[config.mk]
export PLATFORM = sky130hd
export DESIGN_NAME = sha1_hash_engine_top
export DESIGN_NICKNAME = d
export VERILOG_FILES = /design/src/design/sha1_pkg.sv /design/src/design/sha1_hash_engine_top.sv /design/src/design/sha1_cmd_fifo.sv /design/src/design/sha1_core.sv
export VERILOG_INCLUDE_DIRS = /design/src /design/src/design
export SDC_FILE = /design/constraint.sdc
export NUM_CORES = 2
export LEC_CHECK = 0
export ABC_AREA = 0
export BUFFER_PORTS_ARGS = -buffer_cell sky130_fd_sc_hd__buf_4
export CELL_PAD_IN_SITES_DETAIL_PLACEMENT = 0
export CELL_PAD_IN_SITES_GLOBAL_PLACEMENT = 2
export CORE_ASPECT_RATIO = 1.75
export CORE_MARGIN = 10
export CORE_UTILIZATION = 43
export DETAILED_ROUTE_END_ITERATION = 8
export HOLD_SLACK_MARGIN = 0.06
export PLACE_DENSITY_LB_ADDON = 0.25
export SLEW_MARGIN = 20
export SYNTH_ARGS = -nofsm -noshare
export SYNTH_HDL_FRONTEND = slang
export SYNTH_SLANG_ARGS = --single-unit
[constraint.sdc]
create_clock -name aclk -period 8.85 [get_ports aclk]
set_input_delay 2.655 -clock aclk [delete_from_list [all_inputs] [get_ports aclk]]
set_output_delay 2.655 -clock aclk [all_outputs]
set_load 0.05 [all_outputs]
[src/design/sha1_hash_engine_top_macros.svh]
// assertion macros shared by the sha1 engine files
`ifndef SHA1_HASH_ENGINE_TOP_MACROS_SVH
`define SHA1_HASH_ENGINE_TOP_MACROS_SVH

// property that must hold whenever reset is released
`define SHA_ASSERT(label, prop, msg) \
    label: assert property (@(posedge aclk) disable iff (!aresetn) (prop)) \
        else $error(msg);

// implication checked in the following cycle
`define SHA_ASSERT_NEXT(label, ante, cons, msg) \
    label: assert property (@(posedge aclk) disable iff (!aresetn) (ante) |=> (cons)) \
        else $error(msg);

`endif

[src/design/sha1_pkg.sv]
// shared types, constants and round functions for the sha1 engine
`default_nettype none
package sha1_pkg;
    localparam int unsigned BLOCK_BYTES = 64;
    localparam int unsigned LEN_POS     = 56;
    localparam logic [7:0]  PAD_MARK    = 8'h80;
    localparam int unsigned FIFO_DEPTH  = 4;

    localparam logic [31:0] H0_INIT = 32'h67452301;
    localparam logic [31:0] H1_INIT = 32'hEFCDAB89;
    localparam logic [31:0] H2_INIT = 32'h98BADCFE;
    localparam logic [31:0] H3_INIT = 32'h10325476;
    localparam logic [31:0] H4_INIT = 32'hC3D2E1F0;

    localparam logic ACT_ABSORB = 1'b0;
    localparam logic ACT_FINISH = 1'b1;

    typedef struct packed {
        logic       action;
        logic [7:0] data_byte;
    } cmd_t;

    function automatic logic [31:0] round_f(input logic [6:0] rnd,
                                            input logic [31:0] b,
                                            input logic [31:0] c,
                                            input logic [31:0] d);
        logic [31:0] r;
        if (rnd < 7'd20) r = (b & c) | (~b & d);
        else if (rnd < 7'd40) r = b ^ c ^ d;
        else if (rnd < 7'd60) r = (b & c) | (b & d) | (c & d);
        else r = b ^ c ^ d;
        return r;
    endfunction

    function automatic logic [31:0] round_k(input logic [6:0] rnd);
        logic [31:0] r;
        if (rnd < 7'd20) r = 32'h5A827999;
        else if (rnd < 7'd40) r = 32'h6ED9EBA1;
        else if (rnd < 7'd60) r = 32'h8F1BBCDC;
        else r = 32'hCA62C1D6;
        return r;
    endfunction
endpackage
`default_nettype wire

[src/design/sha1_hash_engine_top.sv]
// top level of the sha1 hash engine
// usage:
//   s_axis carries one command word per transfer: tuser = action
//   (0 absorbs the byte in tdata, 1 finishes the message).
//   m_axis returns the five digest words H0..H4 after a finish;
//   tuser holds the word index, tlast marks the fifth word.
// queue and compression:
//   a four-word command queue decouples the input from the back end.
//   the back end absorbs a byte while idle; the 64th byte of a block
//   starts the 80 rounds, one per cycle, then the chain add, and no
//   new command is taken from the queue until both are done.
//   a finish writes the pad mark and the length and compresses before
//   the first digest word, with an extra block if the padding needs one.
// reset:
//   aresetn low loads the standard initial chain values, clears the
//   block buffer, length count and queue.
// stalls:
//   while m_axis_tready is low the digest word holds; the queue keeps
//   accepting bytes until it fills, then s_axis_tready drops.
`default_nettype none
module sha1_hash_engine_top (
    input  wire         aclk,
    input  wire         aresetn,
    input  wire         s_axis_tvalid,
    output logic        s_axis_tready,
    input  wire  [7:0]  s_axis_tdata,   // data_byte
    input  wire         s_axis_tuser,   // action
    output logic        m_axis_tvalid,
    input  wire         m_axis_tready,
    output logic [31:0] m_axis_tdata,   // digest_word
    output logic [2:0]  m_axis_tuser,   // word_index
    output logic        m_axis_tlast    // last_word
);
    import sha1_pkg::*;

    cmd_t in_cmd, q_cmd;
    logic q_valid, q_ready;

    // pack the incoming word for the queue
    assign in_cmd.action    = s_axis_tuser;
    assign in_cmd.data_byte = s_axis_tdata;

    sha1_cmd_fifo u_fifo (
        .aclk(aclk), .aresetn(aresetn),
        .in_valid(s_axis_tvalid), .in_ready(s_axis_tready), .in_cmd(in_cmd),
        .out_valid(q_valid), .out_ready(q_ready), .out_cmd(q_cmd)
    );

    // back end holds digest word stable until taken
    sha1_core u_core (
        .aclk(aclk), .aresetn(aresetn),
        .cmd_valid(q_valid), .cmd_ready(q_ready), .cmd(q_cmd),
        .m_valid(m_axis_tvalid), .m_ready(m_axis_tready),
        .m_word(m_axis_tdata), .m_index(m_axis_tuser), .m_last(m_axis_tlast)
    );
endmodule
`default_nettype wire

[src/design/sha1_cmd_fifo.sv]
// front end: accepts words and queues them for the compression back end
`default_nettype none
module sha1_cmd_fifo (
    input  wire                aclk,
    input  wire                aresetn,
    input  wire                in_valid,
    output logic               in_ready,
    input  sha1_pkg::cmd_t     in_cmd,
    output logic               out_valid,
    input  wire                out_ready,
    output sha1_pkg::cmd_t     out_cmd
);
    import sha1_pkg::*;
    `include "sha1_hash_engine_top_macros.svh"

    localparam int unsigned AW = $clog2(FIFO_DEPTH);
    cmd_t mem [FIFO_DEPTH];
    logic [AW-1:0] wr_ptr_reg, rd_ptr_reg;
    logic [AW:0]   count_reg, count_next;
    logic push, pop;

    assign in_ready  = (count_reg != (AW+1)'(FIFO_DEPTH));
    assign out_valid = (count_reg != '0);
    assign out_cmd   = mem[rd_ptr_reg];
    assign push = in_valid && in_ready;
    assign pop  = out_valid && out_ready;

    always_comb begin
        count_next = count_reg;
        if (push && !pop) count_next = count_reg + 1'b1;
        else if (pop && !push) count_next = count_reg - 1'b1;
    end

    always_ff @(posedge aclk) begin
        if (push) begin
            mem[wr_ptr_reg] <= in_cmd;
        end
    end

    always_ff @(posedge aclk) begin
        if (!aresetn) begin
            wr_ptr_reg <= '0;
            rd_ptr_reg <= '0;
            count_reg  <= '0;
        end else begin
            if (push) wr_ptr_reg <= wr_ptr_reg + 1'b1;
            if (pop) rd_ptr_reg <= rd_ptr_reg + 1'b1;
            count_reg <= count_next;
        end
    end

    `SHA_ASSERT(a_fifo_bound, count_reg <= (AW+1)'(FIFO_DEPTH), "fifo count overflow")
    `SHA_ASSERT_NEXT(a_fifo_push, push && !pop, count_reg == $past(count_reg) + 1'b1,
        "fifo push lost")
    `SHA_ASSERT_NEXT(a_fifo_pop, pop && !push, count_reg == $past(count_reg) - 1'b1,
        "fifo pop lost")
endmodule
`default_nettype wire

[src/design/sha1_core.sv]
// back end: block buffer, padding sequencer, 80-round compression, digest output
`default_nettype none
module sha1_core (
    input  wire                aclk,
    input  wire                aresetn,
    input  wire                cmd_valid,
    output logic               cmd_ready,
    input  sha1_pkg::cmd_t     cmd,
    output logic               m_valid,
    input  wire                m_ready,
    output logic [31:0]        m_word,
    output logic [2:0]         m_index,
    output logic               m_last
);
    import sha1_pkg::*;
    `include "sha1_hash_engine_top_macros.svh"

    localparam logic [2:0] ST_IDLE = 3'd0;
    localparam logic [2:0] ST_PAD  = 3'd1;  // write 0x80, maybe compress
    localparam logic [2:0] ST_LEN  = 3'd2;  // write length then compress
    localparam logic [2:0] ST_RND  = 3'd3;  // running rounds
    localparam logic [2:0] ST_ADD  = 3'd4;  // fold into chain
    localparam logic [2:0] ST_OUT  = 3'd5;  // emit digest

    logic [2:0]  state_reg;
    logic        fin_reg;     // compression belongs to a finish
    logic        lenpend_reg; // length block still owed after this compression
    logic [31:0] wbuf_reg [16];
    logic [6:0]  fill_reg;
    logic [63:0] blen_reg;
    logic [31:0] h_reg [5];
    logic [31:0] a_reg, b_reg, c_reg, d_reg, e_reg;
    logic [6:0]  rnd_reg;
    logic [2:0]  oidx_reg;

    logic [31:0] w_cur, w_new, t_val;
    assign w_cur = wbuf_reg[0];
    assign w_new = {wbuf_reg[13] ^ wbuf_reg[8] ^ wbuf_reg[2] ^ wbuf_reg[0]} << 1
                 | {wbuf_reg[13] ^ wbuf_reg[8] ^ wbuf_reg[2] ^ wbuf_reg[0]} >> 31;
    assign t_val = {a_reg[26:0], a_reg[31:27]} + round_f(rnd_reg, b_reg, c_reg, d_reg)
                 + e_reg + round_k(rnd_reg) + w_cur;

    assign cmd_ready = (state_reg == ST_IDLE);
    assign m_valid = (state_reg == ST_OUT);
    assign m_word  = h_reg[oidx_reg];
    assign m_index = oidx_reg;
    assign m_last  = (oidx_reg == 3'd4);

    logic [3:0] wi;
    logic [1:0] bi;
    assign wi = fill_reg[5:2];
    assign bi = fill_reg[1:0];

    always_ff @(posedge aclk) begin
        if (!aresetn) begin
            state_reg <= ST_IDLE;
            fill_reg <= '0;
            blen_reg <= '0;
            fin_reg <= 1'b0;
            lenpend_reg <= 1'b0;
            rnd_reg <= '0;
            oidx_reg <= '0;
            for (int i = 0; i < 16; i++) wbuf_reg[i] <= '0;
            h_reg[0] <= H0_INIT; h_reg[1] <= H1_INIT; h_reg[2] <= H2_INIT;
            h_reg[3] <= H3_INIT; h_reg[4] <= H4_INIT;
        end else begin
            unique case (state_reg)
                ST_IDLE: begin
                    if (cmd_valid) begin
                        if (cmd.action == ACT_ABSORB) begin
                            wbuf_reg[wi][8*(3-bi) +: 8] <= cmd.data_byte;
                            blen_reg <= blen_reg + 64'd8;
                            if (fill_reg == 7'(BLOCK_BYTES - 1)) begin
                                fill_reg <= '0;
                                fin_reg <= 1'b0;
                                lenpend_reg <= 1'b0;
                                rnd_reg <= '0;
                                a_reg <= h_reg[0]; b_reg <= h_reg[1]; c_reg <= h_reg[2];
                                d_reg <= h_reg[3]; e_reg <= h_reg[4];
                                state_reg <= ST_RND;
                            end else begin
                                fill_reg <= fill_reg + 1'b1;
                            end
                        end else begin
                            state_reg <= ST_PAD;
                        end
                    end
                end
                ST_PAD: begin
                    wbuf_reg[wi][8*(3-bi) +: 8] <= PAD_MARK;
                    if (fill_reg >= 7'(LEN_POS)) begin
                        fill_reg <= '0;
                        fin_reg <= 1'b0;
                        lenpend_reg <= 1'b1;
                        rnd_reg <= '0;
                        a_reg <= h_reg[0]; b_reg <= h_reg[1]; c_reg <= h_reg[2];
                        d_reg <= h_reg[3]; e_reg <= h_reg[4];
                        state_reg <= ST_RND;
                    end else begin
                        state_reg <= ST_LEN;
                    end
                end
                ST_LEN: begin
                    wbuf_reg[14] <= blen_reg[63:32];
                    wbuf_reg[15] <= blen_reg[31:0];
                    fill_reg <= '0;
                    fin_reg <= 1'b1;
                    lenpend_reg <= 1'b0;
                    rnd_reg <= '0;
                    a_reg <= h_reg[0]; b_reg <= h_reg[1]; c_reg <= h_reg[2];
                    d_reg <= h_reg[3]; e_reg <= h_reg[4];
                    state_reg <= ST_RND;
                end
                ST_RND: begin
                    // message schedule kept as a 16-word sliding window
                    for (int i = 0; i < 15; i++) wbuf_reg[i] <= wbuf_reg[i+1];
                    wbuf_reg[15] <= w_new;
                    e_reg <= d_reg;
                    d_reg <= c_reg;
                    c_reg <= {b_reg[1:0], b_reg[31:2]};
                    b_reg <= a_reg;
                    a_reg <= t_val;
                    rnd_reg <= rnd_reg + 1'b1;
                    if (rnd_reg == 7'd79) state_reg <= ST_ADD;
                end
                ST_ADD: begin
                    h_reg[0] <= h_reg[0] + a_reg; h_reg[1] <= h_reg[1] + b_reg;
                    h_reg[2] <= h_reg[2] + c_reg; h_reg[3] <= h_reg[3] + d_reg;
                    h_reg[4] <= h_reg[4] + e_reg;
                    for (int i = 0; i < 16; i++) wbuf_reg[i] <= '0;
                    oidx_reg <= '0;
                    if (fin_reg) state_reg <= ST_OUT;
                    else if (lenpend_reg) state_reg <= ST_LEN;
                    else state_reg <= ST_IDLE;
                end
                ST_OUT: begin
                    if (m_ready) begin
                        if (oidx_reg == 3'd4) begin
                            h_reg[0] <= H0_INIT; h_reg[1] <= H1_INIT; h_reg[2] <= H2_INIT;
                            h_reg[3] <= H3_INIT; h_reg[4] <= H4_INIT;
                            blen_reg <= '0;
                            fin_reg <= 1'b0;
                            state_reg <= ST_IDLE;
                        end else begin
                            oidx_reg <= oidx_reg + 1'b1;
                        end
                    end
                end
                default: state_reg <= ST_IDLE;
            endcase
        end
    end

    `SHA_ASSERT(a_fill_range, fill_reg < 7'(BLOCK_BYTES), "fill count out of range")
    `SHA_ASSERT(a_out_idx, !m_valid || oidx_reg <= 3'd4, "digest index out of range")
    `SHA_ASSERT_NEXT(a_last_done, m_valid && m_ready && m_last, state_reg == ST_IDLE,
        "engine did not return to idle after digest")
endmodule
`default_nettype wire
# Word level (Yosys, flattened, before mapping)
# Memory sizes are Yosys's and may differ from the RTL's. A register that Yosys moved wholly into a read port is not among the register bits.
# Cells that the tools add are included.
[totals]
in_bits = 13
mem_count = 3
ram_bits = 708
reg_bits = 253
wordCells = 352
[op_classes]
bitwise = 90
n_eq_ne = 18
shift = 3
n_reduce_logical = 23
add_sub_neg = 19
n_mux = 177
order_cmp = 4
[mem_list]
columns = ["memory", "words", "word_bits", "rd", "rd_ports_with_merged_regs", "wr", "line_no", "rtl"]
rows = [
  ["u_core.wbuf_reg", 16, 32, 16, 0, 16, "sha1_core.sv:28", "logic [31:0] wbuf_reg [16];"],
  ["u_core.h_reg", 5, 32, 6, 1, 5, "sha1_core.sv:31", "logic [31:0] h_reg [5];"],
  ["u_fifo.mem", 4, 9, 1, 1, 1, "sha1_cmd_fifo.sv:17", "cmd_t mem [FIFO_DEPTH];"],
]
[op_table]
columns = ["op", "count"]
rows = [
  ["32-bit two-way mux", 73],
  ["32-bit one-hot mux with 4 select lines", 5],
  ["32-bit adder", 9],
  ["64-bit two-way mux", 4],
  ["32-bit bitwise XOR", 5],
  ["32-bit AND", 4],
  ["64-bit one-hot mux with 2 select lines", 1],
  ["32-bit OR", 3],
  ["1-bit OR", 76],
  ["64-bit by 4-bit adder with 64-bit output, second input constant", 1],
  ["1-bit two-way mux", 63],
  ["7-bit two-way mux", 7],
  ["3-bit two-way mux", 13],
  ["32-bit negator with 34-bit output", 1],
  ["8-bit by 34-bit variable shift with 32-bit output, first input constant", 1],
  ["8-bit by 34-bit indexed part select with 32-bit output", 1],
  ["8-bit by 34-bit indexed part select with 32-bit output, first input constant", 1],
  ["32-bit inverter", 1],
  ["32-bit by 1-bit OR with 32-bit output", 1],
  ["32-bit OR reduction", 1],
  ["31-bit two-way mux", 1],
  ["7-bit one-hot mux with 4 select lines", 1],
  ["7-bit one-hot mux with 3 select lines", 1],
  ["5-bit AND reduction", 4],
  ["other kinds (33)", 56],
]

# Longest topological paths before layout
[depth]
word_depth = 11
ltp_mapped = 25
depth_no_buf = 23

# Modules after synthesis
# From an unflattened synthesis, not the netlist that was laid out.
[unflattened]
cells_unflattened = 5314
area_unflattened_um2 = 55032.8
[by_module_without_submodules]
columns = ["module", "area_each_um2", "cells_per_inst", "seq_area_each_um2", "instances"]
rows = [
  ["sha1_core", 53233.6, 5219, 26705.6, 1],
  ["sha1_cmd_fifo", 1799.2, 95, 1261.2, 1],
]

# Worst setup path before layout
# OpenSTA, ideal clock, no wires.
[synth_timing]
path_kind = "input to register"
from = "in aresetn"
to = "mem u_core.h_reg[0][0], enable pin"
path_stages = 3
t_arrival_ns = 6.949
setup_slack_ns = 1.354
path_cell_list = "clkbuf_1 o21ai_1 nand2b_1"
[synth_lines]
columns = ["item", "line_no", "rtl"]
rows = [
  ["start: declaration", "sha1_hash_engine_top.sv:23", "input wire aresetn,"],
  ["end: declaration", "sha1_core.sv:31", ""],
]

# Worst setup path after layout
[layout_timing]
from = "reg u_core.rnd_reg[4]"
to = "reg u_core.a_reg[29] (data pin)"
[layout_between]
elab_chain_cells = 9
word_cells_on_any_way = 14
cone_classes = "4 x add/sub; 3 x order compare; 7 x mux"
[layout_rtl]
columns = ["item", "line_no", "rtl"]
rows = [
  ["start: declaration", "sha1_core.sv:33", "logic [6:0] rnd_reg;"],
  ["start signal: assignment", "sha1_core.sv:123", "rnd_reg <= rnd_reg + 1'b1;"],
  ["7-bit by 6-bit < comparator with 1-bit output", "sha1_pkg.sv:30, sha1_pkg.sv:39", ""],
  ["32-bit two-way mux", "sha1_pkg.sv:30", "else if (rnd < 7'd60) r = (b & c) | (b & d) | (c & d);"],
  ["32-bit two-way mux", "sha1_pkg.sv:29", "else if (rnd < 7'd40) r = b ^ c ^ d;"],
  ["32-bit two-way mux", "sha1_pkg.sv:28", "if (rnd < 7'd20) r = (b & c) | (~b & d);"],
  ["32-bit adder", "sha1_core.sv:40", "assign t_val = {a_reg[26:0], a_reg[31:27]} + round_f(rnd_reg, b_reg, c_reg, d_reg)"],
  ["32-bit adder", "sha1_core.sv:41", "+ e_reg + round_k(rnd_reg) + w_cur;"],
  ["32-bit adder * (2 in series)", "sha1_core.sv:41", ""],
  ["32-bit one-hot mux with 4 select lines *", "sha1_core.sv:67", "unique case (state_reg)"],
  ["end signal: assignment", "sha1_core.sv:78", "a_reg <= h_reg[0]; b_reg <= h_reg[1]; c_reg <= h_reg[2];"],
  ["end signal: assignment", "sha1_core.sv:96", "a_reg <= h_reg[0]; b_reg <= h_reg[1]; c_reg <= h_reg[2];"],
  ["end signal: assignment", "sha1_core.sv:110", "a_reg <= h_reg[0]; b_reg <= h_reg[1]; c_reg <= h_reg[2];"],
  ["end: declaration", "sha1_core.sv:32", "logic [31:0] a_reg, b_reg, c_reg, d_reg, e_reg;"],
]
# Mark *: on every way between the ends. The rest lies on a longest branch, timed or not.
# A chain may end at the register's enable or synchronous reset.

==> summary.md <==
| Metric | Value |
|---|---|
| Outcome | `finished clean` |
| Crit path capture type | `register` |
| Max IR drop VDD | `between 150 and 200 uV` |
| Req. time, crit path | `between 9 and 10 ns` |
| Syn Area/Cell | `approximately 10 um2` |
| DP HPWL | `roughly 140000 um` |
| Synth area leaders | `edfxtp_1 48%, nand2_1 7.0%, o21ai_0 6.0%, ha_1 4.9%, fa_1 4.4%` |
| Max Slew Vio Count | `0` |
| Final WL | `between 150000 and 200000 um` |
| Worst-Skew Late Latency | `roughly 0.73 ns` |
| CP startpoint kind | `register` |
| Total GRT Usage | `25.4%` |
| Hold Path Class | `register to register` |
| Synthesized cell area | `between 0.05 and 0.06 mm2` |
| Clock Sinks | `between 900 and 1000` |
| Die Wd | `about 290 um` |
| Initial antenna violation count | `1` |
| DRT antenna net count | `0` |
| Mapped Nets | `around 5600` |
| Sequential cell area | `between 0.02 and 0.03 mm2` |
| Fin worst setup slack | `between 1 and 1.5 ns` |
| Placement-stage cell area | `approximately 0.057 mm2` |
| Flops & latches, synth | `around 960` |
| Crit-path slowest cell | `a221oi_1` |
| Compound-cell area share of the yosys netlist | `13.9%` |
| Seq/Total Area, Yosys | `51.2%` |
| Number of global-route vias before repair | `~40000` |
| Hold Buf Count CTS | `0` |
| # rows | `172` |
| Final std cells w/o fill | `6933` |
| Simple-gate share of the synthesized area | `around 14%` |
| Critical path type | `register to register` |
| Core Util, Final | `47.6%` |
| Setup TNS | `0 ns` |
| Most used cell, CP | `fa_1` |
| Mapped Cells | `about 5300` |
| Max reg flops | `about 510` |
| Post-synth top area cell | `edfxtp_1` |
| CTS-repair resized insts | `0` |
| H-tree depth | `3` |
| Layout Skew | `between 0.02 and 0.03 ns` |
| Pre-CTS setup slack | `approximately 1.4 ns` |
| RSZ-0062 raised after global routing | `no` |
| GRT overflow | `0` |
| Filler Cells Inserted | `between 10000 and 15000` |
| Drt drc | `0` |
| Synthesized-area fraction occupied by xor and xnor cells | `4.57%` |
| Die height | `~500 um` |
| TritonCTS clock tree | `built` |
| Via Count | `~41000` |
| Cell count after placement | `approximately 6800` |
| Period minus WS final | `around 7.4 ns` |
| First DRT Iteration DRCs | `just over 3000` |
| DRT Pass-1 Iters | `7` |
| CP max stage delay | `roughly 0.9 ns` |
| Area taken by multi-input logic gates | `around 0.025 mm2` |
| Initial core utilization | `between 40% and 50%` |
| Rel. slew slack | `between 20% and 30%` |
| CTS root buf | `clkbuf_16` |
| Layout cell share with drive strength beyond 1 | `under 10%` |
| P&R area growth vs syn | `9.76%` |
| Largest net degree at the start of global routing | `190` |
| Adder-cell area share of the yosys netlist | `around a tenth` |
| Largest family of logic cells by synthesized area | `simple AND/OR/NAND/NOR gates` |
| Final hold viol count | `0` |
| Gpl congestion | `roughly 0.9` |
| Crit path cell chain | `and3_1 > or3_1 > nand2_1 > clkinv_1 > buf_4 > a221o_1 > fa_1 > fa_1 > inv_1 > fa_1 > inv_1 > ha_1 > nor2b_1 > o31a_1 > o311ai_1 > a32oi_1 > a221oi_1 > o311ai_0 > a31oi_1 > mux2i_1 > o311ai_0` |
| Worst-path clk slew | `0.06 ns` |
| CORE AREA | `0.126 mm2` |
| Yosys top cell area share | `47.7%` |
| Worst Tran Pin Value | `1.19 ns` |
| Setup violators final | `0` |
| F_max | `between 0.1 and 0.15 GHz` |
| I/O Pins | `51` |
| Longest Clk Path Bufs | `3` |
| # nets final | `roughly 5500` |
| Post-route cell area | `around 0.060 mm2` |
| Worst EP arrival | `7.88 ns` |
| Final period utilization | `between 80% and 90%` |
| Max-cap viol count | `0` |
| P_leak | `approximately 0.022 uW` |
| Ys flop type | `edfxtp_1` |
| EDFF count, synth | `~870` |
| Asr flop ratio synth | `0%` |
| Power Dens Cells | `around 260 mW/mm2` |
| Synth warn | `0` |
| Die area | `between 0.1 and 0.15 mm2` |
| Mux cell area share after synthesis | `around 3.2%` |
| Netlist cell types | `85` |
| Wire per inst | `~27 um` |
| Post-CTS setup buffers | `0` |
| Vias/cell | `approximately 5.8` |
| Crit-path max FO | `13` |
| First-pass GRT wire length | `268000 um` |
| IO Port Bufs | `50` |
| CTS Buf Count | `96` |
## worst paths after layout
kind / startpoint / end / slack [ns] / cells past startpoint
worst min-delay path: u_core.fill_reg[6]$_SDFFE_PN0P_ / u_core.fill_reg[6]$_SDFFE_PN0P_ / 0.46 / 2
worst max register to register: u_core.rnd_reg[4]$_SDFFE_PN0P_ / u_core.a_reg[29]$_DFFE_PP_ / 1.40 / 21
worst min register to register: u_core.fill_reg[6]$_SDFFE_PN0P_ / u_core.fill_reg[6]$_SDFFE_PN0P_ / 0.46 / 2
worst max-delay path: u_core.rnd_reg[4]$_SDFFE_PN0P_ / u_core.a_reg[29]$_DFFE_PP_ / 1.40 / 21
## layout make-up
cell class,count,area share [%]
Antenna cell,1,0.00418
Clock buffer,127,4.51
Clock inverter,53,0.927
Inverter,248,1.55
Multi-Input combinational cell,3780,41.5
Sequential cell,963,46.7
Tap cell,1653,3.45
Timing Repair Buffer,108,1.42
## Yosys cell counts (all sizes together) (21+ instances only)
cell type,n
nand2,1018
edfxtp,868
o21ai,656
nor2,249
inv,247
clkbuf,226
ha,214
a21oi,202
nand3,174
xnor2,154
xor2,131
fa,120
dfxtp,95
a21o,69
nor3,62
a31oi,44
nand2b,44
mux2i,42
and3,41
mux4,41
a221oi,39
or3,36
nor2b,35
buf,33
mux2,33
and2,31
o21a,30
a222oi,29
a211oi,25
nand4,25
o21bai,21
## per-layer routing
metal	global-route usage, %	part of all wire [%]	vias up
li1	-	-	18800
met1	26.7	36	20200
met2	47.3	54	1115
met3	2.75	3.7	391
met4	15.7	6.8	0
met5	0	0	-
## power breakdown
group,switching (uW),internal (uW),leakage [uW]
logic,3170,1680,0.0112
registers,441,5710,0.00906
clock network,1930,2400,0.00159
total,5530,9790,0.0219
## through the flow
| step | power (uW) | hold WS (ns) |
|---|---|---|
| after global routing | 16100 | 0.501 |
| after global placement | 11000 | 0.450 |
| after floorplan | 9370 | 0.429 |
| after detailed placement | 11100 | 0.451 |
| final | 15300 | 0.461 |
| after CTS | 15400 | 0.460 |
## cells in the final DEF (no fill, tap or decap), types with 69 or more instances in the layout
cell type / instances
inv_1: 247
xnor2_1: 154
buf_4: 105
edfxtp_1: 868
dfxtp_1: 92
nor2_1: 244
ha_1: 214
a21oi_1: 201
nand2_1: 1015
nand3_1: 174
o21ai_0: 653
clkbuf_16: 98
fa_1: 120
xor2_1: 131
a21o_1: 69
## worst max-delay path, delay by kind of cell, from the launching register on
| kind | cells | cell delay (ns) |
|---|---|---|
| muxes | 1 | 0.19 |
| buffers and inverters | 4 | 0.76 |
| and+or+nand+nor | 4 | 1.01 |
| DFF | 1 | 0.37 |
| adders and majority gates | 4 | 1.81 |
| AOI/OAI and AO/OA | 8 | 3.00 |
## cell families after synthesis
logic type	Yosys count
AO/OA/AOI/OAI	1265
XOR/XNOR	285
adder cells (fa/ha/maj)	334
buffers and inverters	507
flip-flops	963
multiplexers	116
AND/OR/NAND/NOR	1780
Note: power is estimated with default switching activity, not from simulation.
